$ cat config.mk
export PLATFORM = sky130hd
export DESIGN_NAME = semaphore_wait_queue_table_top
export DESIGN_NICKNAME = d
export VERILOG_FILES = /design/src/design/swqt_pkg.sv /design/src/design/swqt_ram.sv /design/src/design/semaphore_wait_queue_table_top.sv
export SDC_FILE = /design/constraint.sdc
export NUM_CORES = 2
export LEC_CHECK = 0
export BUFFER_PORTS_ARGS = -buffer_cell sky130_fd_sc_hd__buf_4
export CORE_MARGIN = 2
export CORE_UTILIZATION = 68
export CTS_CLUSTER_DIAMETER = 40
export CTS_CLUSTER_SIZE = 16
export DETAILED_ROUTE_END_ITERATION = 8
export PLACE_DENSITY = 0.85
export SLEW_MARGIN = 30
export SYNTH_ARGS = -nofsm -noshare
export SYNTH_HDL_FRONTEND = slang
export SYNTH_SLANG_ARGS = --single-unit
$ cat constraint.sdc
create_clock -name clk -period 7.6 [get_ports clk]
set_clock_uncertainty 0.1 [all_clocks]
set_input_delay 0.76 -clock clk [delete_from_list [all_inputs] [get_ports clk]]
set_output_delay 0.76 -clock clk [all_outputs]
set_load 0.005 [all_outputs]
$ cat src/design/swqt_pkg.sv
// Shared constants and codes for the semaphore wait-queue table.
// Used by semaphore_wait_queue_table_top and its testbench; no dependencies.
package swqt_pkg;
	localparam int PROC_COUNT = 32;
	localparam int KEY_BITS   = 32;
	localparam int PW         = $clog2(PROC_COUNT);
	localparam int CMD_W      = 2;
	localparam int KEY_W      = 32;
	localparam int PID_W      = 5;
	localparam int ST_W       = 3;

	localparam logic [CMD_W-1:0] CMD_BLOCK  = 2'd0;
	localparam logic [CMD_W-1:0] CMD_RMHEAD = 2'd1;
	localparam logic [CMD_W-1:0] CMD_RMPROC = 2'd2;
	localparam logic [CMD_W-1:0] CMD_PEEK   = 2'd3;

	localparam logic [ST_W-1:0] ST_OK      = 3'd0;
	localparam logic [ST_W-1:0] ST_NULLKEY = 3'd1;
	localparam logic [ST_W-1:0] ST_BLOCKED = 3'd2;
	localparam logic [ST_W-1:0] ST_FULL    = 3'd3;
	localparam logic [ST_W-1:0] ST_NONE    = 3'd4;
endpackage

$ cat src/design/swqt_ram.sv
// Generic single-write, single-read RAM with registered read data.
// No dependencies.
module swqt_ram #(
	parameter int WIDTH = 8,
	parameter int DEPTH = 32
) (
	input  logic                     clk,
	input  logic                     we,
	input  logic [$clog2(DEPTH)-1:0] waddr,
	input  logic [WIDTH-1:0]         wdata,
	input  logic [$clog2(DEPTH)-1:0] raddr,
	output logic [WIDTH-1:0]         rdata
);
	logic [WIDTH-1:0] mem [DEPTH];

	// write port and registered read port
	always_ff @(posedge clk) begin
		if (we) begin
			mem[waddr] <= wdata;
		end
		rdata <= mem[raddr];
	end
endmodule

$ cat src/design/semaphore_wait_queue_table_top.sv
// Semaphore wait-queue table: descriptors keyed by semaphore address, each a FIFO of pids.
// States per command after S_DEC: errors and new descriptor go straight to S_DONE,
// append via S_APP, peek via S_HEAD, remove given via S_UL1 and S_UL2, remove head via
// S_HEAD, S_UL1 and S_UL2; one item in flight at a time, set by the chain of dependent
// pointer reads through the registered-read RAMs. Reset (arst_n low, async) frees every
// descriptor and unblocks every process. Depends on swqt_pkg and swqt_ram.
module semaphore_wait_queue_table_top (
	input  logic                        clk,
	input  logic                        arst_n,
	input  logic                        in_valid,
	output logic                        in_ready,
	input  logic [swqt_pkg::CMD_W-1:0]  cmd,
	input  logic [swqt_pkg::KEY_W-1:0]  sem_key,
	input  logic [swqt_pkg::PID_W-1:0]  proc_id,
	output logic                        out_valid,
	input  logic                        out_ready,
	output logic [swqt_pkg::ST_W-1:0]   status,
	output logic [swqt_pkg::PID_W-1:0]  result_proc,
	output logic                        result_valid
);
	import swqt_pkg::*;

	typedef enum logic [2:0] {S_IDLE, S_DEC, S_APP, S_HEAD, S_UL1, S_UL2, S_DONE} state_t;

	state_t               state_q;
	logic [CMD_W-1:0]     cmd_q;
	logic [KEY_BITS-1:0]  key_q;
	logic [PID_W-1:0]     pid_q;
	logic [PW-1:0]        d_q, ud_q, u_q, nx_q, pv_q;
	logic [ST_W-1:0]      st_q;
	logic [PID_W-1:0]     rp_q;
	logic                 rv_q;
	logic                 out_valid_q;
	logic [ST_W-1:0]      status_q;
	logic [PID_W-1:0]     result_proc_q;
	logic                 result_valid_q;

	// descriptor valid bits and keys in flops for the parallel key match
	logic [PROC_COUNT-1:0] desc_valid_q;
	logic [KEY_BITS-1:0]   desc_key_q [PROC_COUNT];
	logic [PROC_COUNT-1:0] blocked_q;

	// RAM ports
	logic          dh_we, dt_we, ps_we, qn_we, qp_we;
	logic [PW-1:0] dh_wa, dt_wa, ps_wa, qn_wa, qp_wa;
	logic [PW-1:0] dh_wd, dt_wd, ps_wd, qn_wd, qp_wd;
	logic [PW-1:0] d_ra, p_ra;
	logic [PW-1:0] dh_rd, dt_rd, ps_rd, qn_rd, qp_rd;

	swqt_ram #(.WIDTH(PW), .DEPTH(PROC_COUNT)) u_dhead (.clk(clk), .we(dh_we), .waddr(dh_wa),
		.wdata(dh_wd), .raddr(d_ra), .rdata(dh_rd));
	swqt_ram #(.WIDTH(PW), .DEPTH(PROC_COUNT)) u_dtail (.clk(clk), .we(dt_we), .waddr(dt_wa),
		.wdata(dt_wd), .raddr(d_ra), .rdata(dt_rd));
	swqt_ram #(.WIDTH(PW), .DEPTH(PROC_COUNT)) u_pslot (.clk(clk), .we(ps_we), .waddr(ps_wa),
		.wdata(ps_wd), .raddr(p_ra), .rdata(ps_rd));
	swqt_ram #(.WIDTH(PW), .DEPTH(PROC_COUNT)) u_qnext (.clk(clk), .we(qn_we), .waddr(qn_wa),
		.wdata(qn_wd), .raddr(p_ra), .rdata(qn_rd));
	swqt_ram #(.WIDTH(PW), .DEPTH(PROC_COUNT)) u_qprev (.clk(clk), .we(qp_we), .waddr(qp_wa),
		.wdata(qp_wd), .raddr(p_ra), .rdata(qp_rd));

	// key match and lowest free descriptor
	logic          hit, has_free;
	logic [PW-1:0] hit_idx, free_idx;
	always_comb begin
		hit      = 1'b0;
		hit_idx  = '0;
		has_free = 1'b0;
		free_idx = '0;
		for (int i = PROC_COUNT - 1; i >= 0; i--) begin
			if (desc_valid_q[i] && desc_key_q[i] == key_q) begin
				hit     = 1'b1;
				hit_idx = PW'(i);
			end
			if (!desc_valid_q[i]) begin
				has_free = 1'b1;
				free_idx = PW'(i);
			end
		end
	end

	logic          pid_ok, key_null;
	logic [PW-1:0] p;
	logic          ul_both;
	assign pid_ok   = 32'(pid_q) < 32'(PROC_COUNT);
	assign p        = pid_q[PW-1:0];
	assign key_null = (key_q == '0);
	assign ul_both  = (dh_rd == u_q) && (dt_rd == u_q);

	// read addresses: descriptor RAMs and process RAMs
	assign d_ra = (state_q == S_DEC) ? hit_idx : ps_rd;
	assign p_ra = (state_q == S_DEC) ? p : dh_rd;

	// write ports, all in the last state of each command before S_DONE
	always_comb begin
		dh_we = 1'b0; dt_we = 1'b0; ps_we = 1'b0; qn_we = 1'b0; qp_we = 1'b0;
		dh_wa = free_idx; dt_wa = free_idx; ps_wa = p; qn_wa = dt_rd; qp_wa = p;
		dh_wd = p; dt_wd = p; ps_wd = free_idx; qn_wd = p; qp_wd = dt_rd;
		unique case (state_q)
			S_DEC: begin
				if (cmd_q == CMD_BLOCK && !key_null && pid_ok && !blocked_q[p] && !hit
					&& has_free) begin
					dh_we = 1'b1;
					dt_we = 1'b1;
					ps_we = 1'b1;
				end
			end
			S_APP: begin
				qn_we = 1'b1;
				qp_we = 1'b1;
				dt_we = 1'b1;
				dt_wa = d_q;
				ps_we = 1'b1;
				ps_wd = d_q;
			end
			S_UL2: begin
				if (!ul_both) begin
					if (dh_rd == u_q) begin
						dh_we = 1'b1;
						dh_wa = ud_q;
						dh_wd = nx_q;
					end else begin
						qn_we = 1'b1;
						qn_wa = pv_q;
						qn_wd = nx_q;
					end
					if (dt_rd == u_q) begin
						dt_we = 1'b1;
						dt_wa = ud_q;
						dt_wd = pv_q;
					end else begin
						qp_we = 1'b1;
						qp_wa = nx_q;
						qp_wd = pv_q;
					end
				end
			end
			default: begin
			end
		endcase
	end

	assign in_ready     = (state_q == S_IDLE);
	assign out_valid    = out_valid_q;
	assign status       = status_q;
	assign result_proc  = result_proc_q;
	assign result_valid = result_valid_q;

	// sequencer, table flops and output register
	always_ff @(posedge clk or negedge arst_n) begin
		if (!arst_n) begin
			state_q      <= S_IDLE;
			desc_valid_q <= '0;
			blocked_q    <= '0;
			out_valid_q  <= 1'b0;
		end else begin
			if (out_valid_q && out_ready) begin
				out_valid_q <= 1'b0;
			end
			unique case (state_q)
				S_IDLE: begin
					if (in_valid) begin
						cmd_q   <= cmd;
						key_q   <= sem_key[KEY_BITS-1:0];
						pid_q   <= proc_id;
						state_q <= S_DEC;
					end
				end
				S_DEC: begin
					st_q    <= ST_NONE;
					rp_q    <= '0;
					rv_q    <= 1'b0;
					d_q     <= hit_idx;
					state_q <= S_DONE;
					if (cmd_q == CMD_BLOCK) begin
						if (key_null) begin
							st_q <= ST_NULLKEY;
						end else if (!pid_ok) begin
							st_q <= ST_NONE;
						end else if (blocked_q[p]) begin
							st_q <= ST_BLOCKED;
						end else if (hit) begin
							st_q    <= ST_OK;
							state_q <= S_APP;
						end else if (has_free) begin
							st_q                   <= ST_OK;
							desc_valid_q[free_idx] <= 1'b1;
							desc_key_q[free_idx]   <= key_q;
							blocked_q[p]           <= 1'b1;
						end else begin
							st_q <= ST_FULL;
						end
					end else if (cmd_q == CMD_RMPROC) begin
						if (pid_ok && blocked_q[p]) begin
							st_q    <= ST_OK;
							rp_q    <= pid_q;
							rv_q    <= 1'b1;
							u_q     <= p;
							state_q <= S_UL1;
						end
					end else begin
						if (key_null) begin
							st_q <= ST_NULLKEY;
						end else if (hit) begin
							st_q    <= ST_OK;
							rv_q    <= 1'b1;
							state_q <= S_HEAD;
						end
					end
				end
				S_APP: begin
					blocked_q[p] <= 1'b1;
					state_q      <= S_DONE;
				end
				S_HEAD: begin
					rp_q <= PID_W'(dh_rd);
					u_q  <= dh_rd;
					if (cmd_q == CMD_PEEK) begin
						state_q <= S_DONE;
					end else begin
						state_q <= S_UL1;
					end
				end
				S_UL1: begin
					ud_q    <= ps_rd;
					nx_q    <= qn_rd;
					pv_q    <= qp_rd;
					state_q <= S_UL2;
				end
				S_UL2: begin
					if (ul_both) begin
						desc_valid_q[ud_q] <= 1'b0;
					end
					blocked_q[u_q] <= 1'b0;
					state_q        <= S_DONE;
				end
				S_DONE: begin
					if (!out_valid_q || out_ready) begin
						out_valid_q    <= 1'b1;
						status_q       <= st_q;
						result_proc_q  <= rp_q;
						result_valid_q <= rv_q;
						state_q        <= S_IDLE;
					end
				end
				default: begin
					state_q <= S_IDLE;
				end
			endcase
		end
	end

`ifndef ASSERT_OFF
	// at least as many blocked processes as valid descriptors
	a_count: assert property (@(posedge clk) disable iff (!arst_n)
		$countones(blocked_q) >= $countones(desc_valid_q))
		else $error("more live descriptors than blocked processes");
	// a process being unlinked is still blocked
	a_unlink: assert property (@(posedge clk) disable iff (!arst_n)
		(state_q == S_UL2) |-> blocked_q[u_q])
		else $error("unlinking a process that is not blocked");
	// a returned process always comes with an ok status
	a_result: assert property (@(posedge clk) disable iff (!arst_n)
		(out_valid && result_valid) |-> (status == ST_OK))
		else $error("process returned with an error status");
	// no new input transaction while a command is in progress
	a_busy: assert property (@(posedge clk) disable iff (!arst_n)
		(in_valid && in_ready) |=> !in_ready)
		else $error("input accepted while busy");
`endif
endmodule

==> flow_summary.toml <==
[routing]
drt-pass1-iter-count = 6
detailroute.wirelength.met2_mm = 108
vias_per_cell = 6.98
routed-via-count = 53700
route.detailed.drc = 0
top_signal_layer_used = "met5"
wl_per_cell_um = 29.8
met3_length_mm = 29.4
route.antenna.remaining_nets = 0
wl_mm = 230
drtIter0Drc = 8402
metal1_wirelength_mm = 80.2

[worst_setup_path]
timing.critical_path.from_type = "flip-flop"
cell_by_cell_listing_of_the_critical_path = "buf_4 -> xnor2_1 -> nor4b_1 -> nand4_1 -> or4_1 -> a211oi_1 -> o221ai_1 -> a311oi_2 -> nor2_4 -> buf_4 -> mux2_2 -> nor2_1 -> a21oi_1 -> o22ai_1 -> nor4_1"
path_max_fanout = 48
critical_path_class = "reg -> reg"
timing.critical_path.required_ns = 8.25
cp-end-kind = "flip-flop"
cell_repeated_most_along_the_worst_path = "sky130_fd_sc_hd__buf_4"
cp.arrival_ns = 6.83
critPathMaxStageDelay_ns = 0.85
critPathTopFamily = "simple AND/OR/NAND/NOR gates"
critPathSlowestCell = "sky130_fd_sc_hd__edfxtp_1"
cp_num_buf_inv = 2

[place]
numPlacedInstances = 7298
dp_worst_setup_slack_ns = 1.68
port_buffer_count = 53
dp.final_hpwl_mm = 137
final_gp_congestion = 0.944

[floorplanning]
die-area_um2 = 129000
rows = 130
start_util_pct = 68.5
placeableCoreArea_um2 = 126000
ios = 54
die_y_um = 360
floorplan.die.width_um = 360

[hold_path]
min-delay-path-class = "in -> async"

[sta]
finalHoldWorstSlack_ns = -0.0459
finalWorstSetupSlack_ns = 1.42
finalSetupTns_ns = 0
worst_slew_pin_slew_ns = 1.05
fmax_mhz = 162
post-route-min-period_ns = 6.18
finalCritPeriodShare_pct = 81.4
hold_viol = 25
timing.final.max_slew_violations = 0
maxSlewHeadroom_pct = 30.2
setup_repair_after_global_routing_missed_its_margin = "no"
report.final.setup_viol = 0

[clocking]
tritoncts.num_buffers = 196
clkSlewWorstSetupHoldPaths_ns = 0.07
clock_sinks = 1999
tritoncts = "done"
cts-htree-levels = 4
cts.root.buffer_cell = "sky130_fd_sc_hd__clkbuf_16"
cts_resized = 0
clkLatencyLatePin_ns = 0.85
maximum_root_to_sink_buffer_count = 3

[synth]
synth-seq-area-share_pct = 69.1
synth_top_flop_cell = "sky130_fd_sc_hd__edfxtp_1"
synth_edf_count = 1906
synth_top_cell_by_area = "sky130_fd_sc_hd__edfxtp_1"
yosys_register_bits = 1999
netlist.area_leader.share_pct = 66.5
netlist_instances = 5683
syn_nets = 5726
synth.cell_area_um2 = 86100
async_flop_share_pct = 3.40
synth_area_per_cell_um2 = 15.1
synth.area.top_cells = "sky130_fd_sc_hd__edfxtp_1 (66%), sky130_fd_sc_hd__xor2_1 (8.3%), sky130_fd_sc_hd__mux4_2 (3.3%), sky130_fd_sc_hd__nor4_1 (2.7%), sky130_fd_sc_hd__xnor2_1 (2.2%)"
yosys_warn_count = 0
count_of_cell_types_in_the_netlist = 80

[layout]
drive_above_1_share_pct = 14.6
area_growth_pct = 12.0
final_net_count = 5925
layoutNonFillerInstCount = 7701

[power]
power.share.sequential_pct = 45.0
switchingPower_mw = 8.39
vdd.ir_drop.worst_v = 0.000271
fin_total_pwr_mw = 29.0
share_clk_of_total_power_pct = 35.7
power.static_leakage_nw = 31.7
power_density_over_the_cells_nw_per_um2 = 301
power_switching_share_pct = 29.0
intPower_mw = 20.6
comb_power_share_pct = 19.3

[grt]
grt_overflow = 0
number_of_antenna_violations_at_the_first_check_in_global_routing = 5
track_usage_pct = 35.2
grt_pass1_vias = 53900
global_route_wire_length_before_repair_mm = 339
grt_start_max_net_pins = 158

[job]
max-cap-violations = 0

[run_status]
status = "complete, but fails checks"
failed_checks = "hold timing"
[cells in the mapped netlist (11+ instances only)]
library cell               instances
sky130_fd_sc_hd__a21boi_0         11
sky130_fd_sc_hd__a21oi_1          80
sky130_fd_sc_hd__a31oi_1          14
sky130_fd_sc_hd__and2_1           17
sky130_fd_sc_hd__and3_1           12
sky130_fd_sc_hd__buf_1            30
sky130_fd_sc_hd__buf_2            90
sky130_fd_sc_hd__buf_4            40
sky130_fd_sc_hd__buf_6            35
sky130_fd_sc_hd__clkbuf_1         61
sky130_fd_sc_hd__dfrtp_1          68
sky130_fd_sc_hd__dfxtp_1          25
sky130_fd_sc_hd__edfxtp_1       1906
sky130_fd_sc_hd__inv_1            36
sky130_fd_sc_hd__mux2_2           99
sky130_fd_sc_hd__mux2i_1          97
sky130_fd_sc_hd__mux4_2          128
sky130_fd_sc_hd__nand2_1         330
sky130_fd_sc_hd__nand2b_1         23
sky130_fd_sc_hd__nand3_1         169
sky130_fd_sc_hd__nand3b_1         21
sky130_fd_sc_hd__nand4_1         134
sky130_fd_sc_hd__nand4b_1         36
sky130_fd_sc_hd__nor2_1          316
sky130_fd_sc_hd__nor2b_1          14
sky130_fd_sc_hd__nor3_1           71
sky130_fd_sc_hd__nor4_1          371
sky130_fd_sc_hd__nor4b_1          16
sky130_fd_sc_hd__o21ai_0         191
sky130_fd_sc_hd__o22ai_1          36
sky130_fd_sc_hd__or3_1            30
sky130_fd_sc_hd__or4_1            29
sky130_fd_sc_hd__xnor2_1         214
sky130_fd_sc_hd__xor2_1          814
[power groups by stage]
stage	sequential [mW]	clock, mW	combinational [mW]
after CTS	13.0	10.3	5.46
after floorplan	13.1	0	3.80
final	13.0	10.3	5.59
after global placement	13.2	0	5.12
after detailed placement	13.3	0	5.34
after global routing	13.0	10.8	5.90
[area by class of cell]
cell class	instances	area (µm²)
Antenna cell	3	7.51
Clock buffer	214	5070
Clock inverter	150	1880
Fill cell	6649	29200
Inverter	36	135
Multi-Input combinational cell	3392	25300
Sequential cell	1999	59400
Tap cell	1650	2060
Timing Repair Buffer	257	2500
[kinds of logic (layout without fill, tap and decap cells)]
kind of cell,count (synthesis),after routing,synth area share [%]
flops,1999,1999,69.1
buf+inv,292,657,1.88
xor+xnor,1028,1028,10.5
compound gates,401,401,2.77
mux,325,325,5.79
simple gates,1638,1638,10.0
other cells,0,3,0
[metal layers]
metal  GRT usage, %  vias up
li1               -    22100
met1           46.9    26400
met2           55.1     4318
met3           8.04      909
met4           17.8        4
met5              0        -
[final timing paths]
path                             startpoint               end  slack (ns)  depth (start not counted)
max                                key_q[6]  u_dtail.rdata[0]        1.42                         15
min in group clk                 proc_id[4]              p[4]        0.05                          1
max in group asynchronous            arst_n  desc_valid_q[30]        6.89                          2
min reg2reg                u_qprev.rdata[1]           pv_q[1]        0.30                          0
min                                  arst_n        state_q[0]       -0.05                          2
max reg2reg                        key_q[6]  u_dtail.rdata[0]        1.42                         15
[registers in the layout (all words and copies together) (netlist names), 32 cells and up]
name          cells
blocked_q        32
desc_key_q     1024
desc_valid_q     32
key_q            32
u_dhead.mem     160
u_dtail.mem     160
u_pslot.mem     160
u_qnext.mem     160
u_qprev.mem     160
[placed cells by master, fill, tap and decap left out, types with 30 or more instances in the layout]
cell type and n:
sky130_fd_sc_hd__nor4_1 371, sky130_fd_sc_hd__or3_1 30, sky130_fd_sc_hd__buf_4 183, sky130_fd_sc_hd__nor2_1 283, sky130_fd_sc_hd__mux2i_1 92, sky130_fd_sc_hd__dlygate4sd3_1 33, sky130_fd_sc_hd__mux2_2 99, sky130_fd_sc_hd__xor2_1 814
sky130_fd_sc_hd__nor3_1 70, sky130_fd_sc_hd__clkbuf_16 199, sky130_fd_sc_hd__nand3_1 169, sky130_fd_sc_hd__a21oi_1 80, sky130_fd_sc_hd__buf_12 33, sky130_fd_sc_hd__o21ai_0 184, sky130_fd_sc_hd__xnor2_1 214, sky130_fd_sc_hd__inv_1 36
sky130_fd_sc_hd__dfrtp_1 68, sky130_fd_sc_hd__nor2_2 33, sky130_fd_sc_hd__edfxtp_1 1906, sky130_fd_sc_hd__nand4b_1 36, sky130_fd_sc_hd__nand2_1 324, sky130_fd_sc_hd__mux4_2 128, sky130_fd_sc_hd__o22ai_1 36, sky130_fd_sc_hd__nand4_1 134
[per-stage QoR]
stage	util, %	hold WS (ns)	instance area (µm²)
after CTS	76.7	0.0121	96300
final	76.7	-0.0459	96400
after global routing	76.7	0.00887	96400
after global placement	70.8	0.289	88900
after detailed placement	70.9	0.290	89000
after floorplan	-	0.286	86100
[timing repair]
item                                    in CTS  in global routing
hold buffers                                33                  0
endpoints found under the setup margin       0                  0
buffers inserted                             0                  0
hold endpoints to repair                    33                  0
Power figures use the tool's default switching activity.
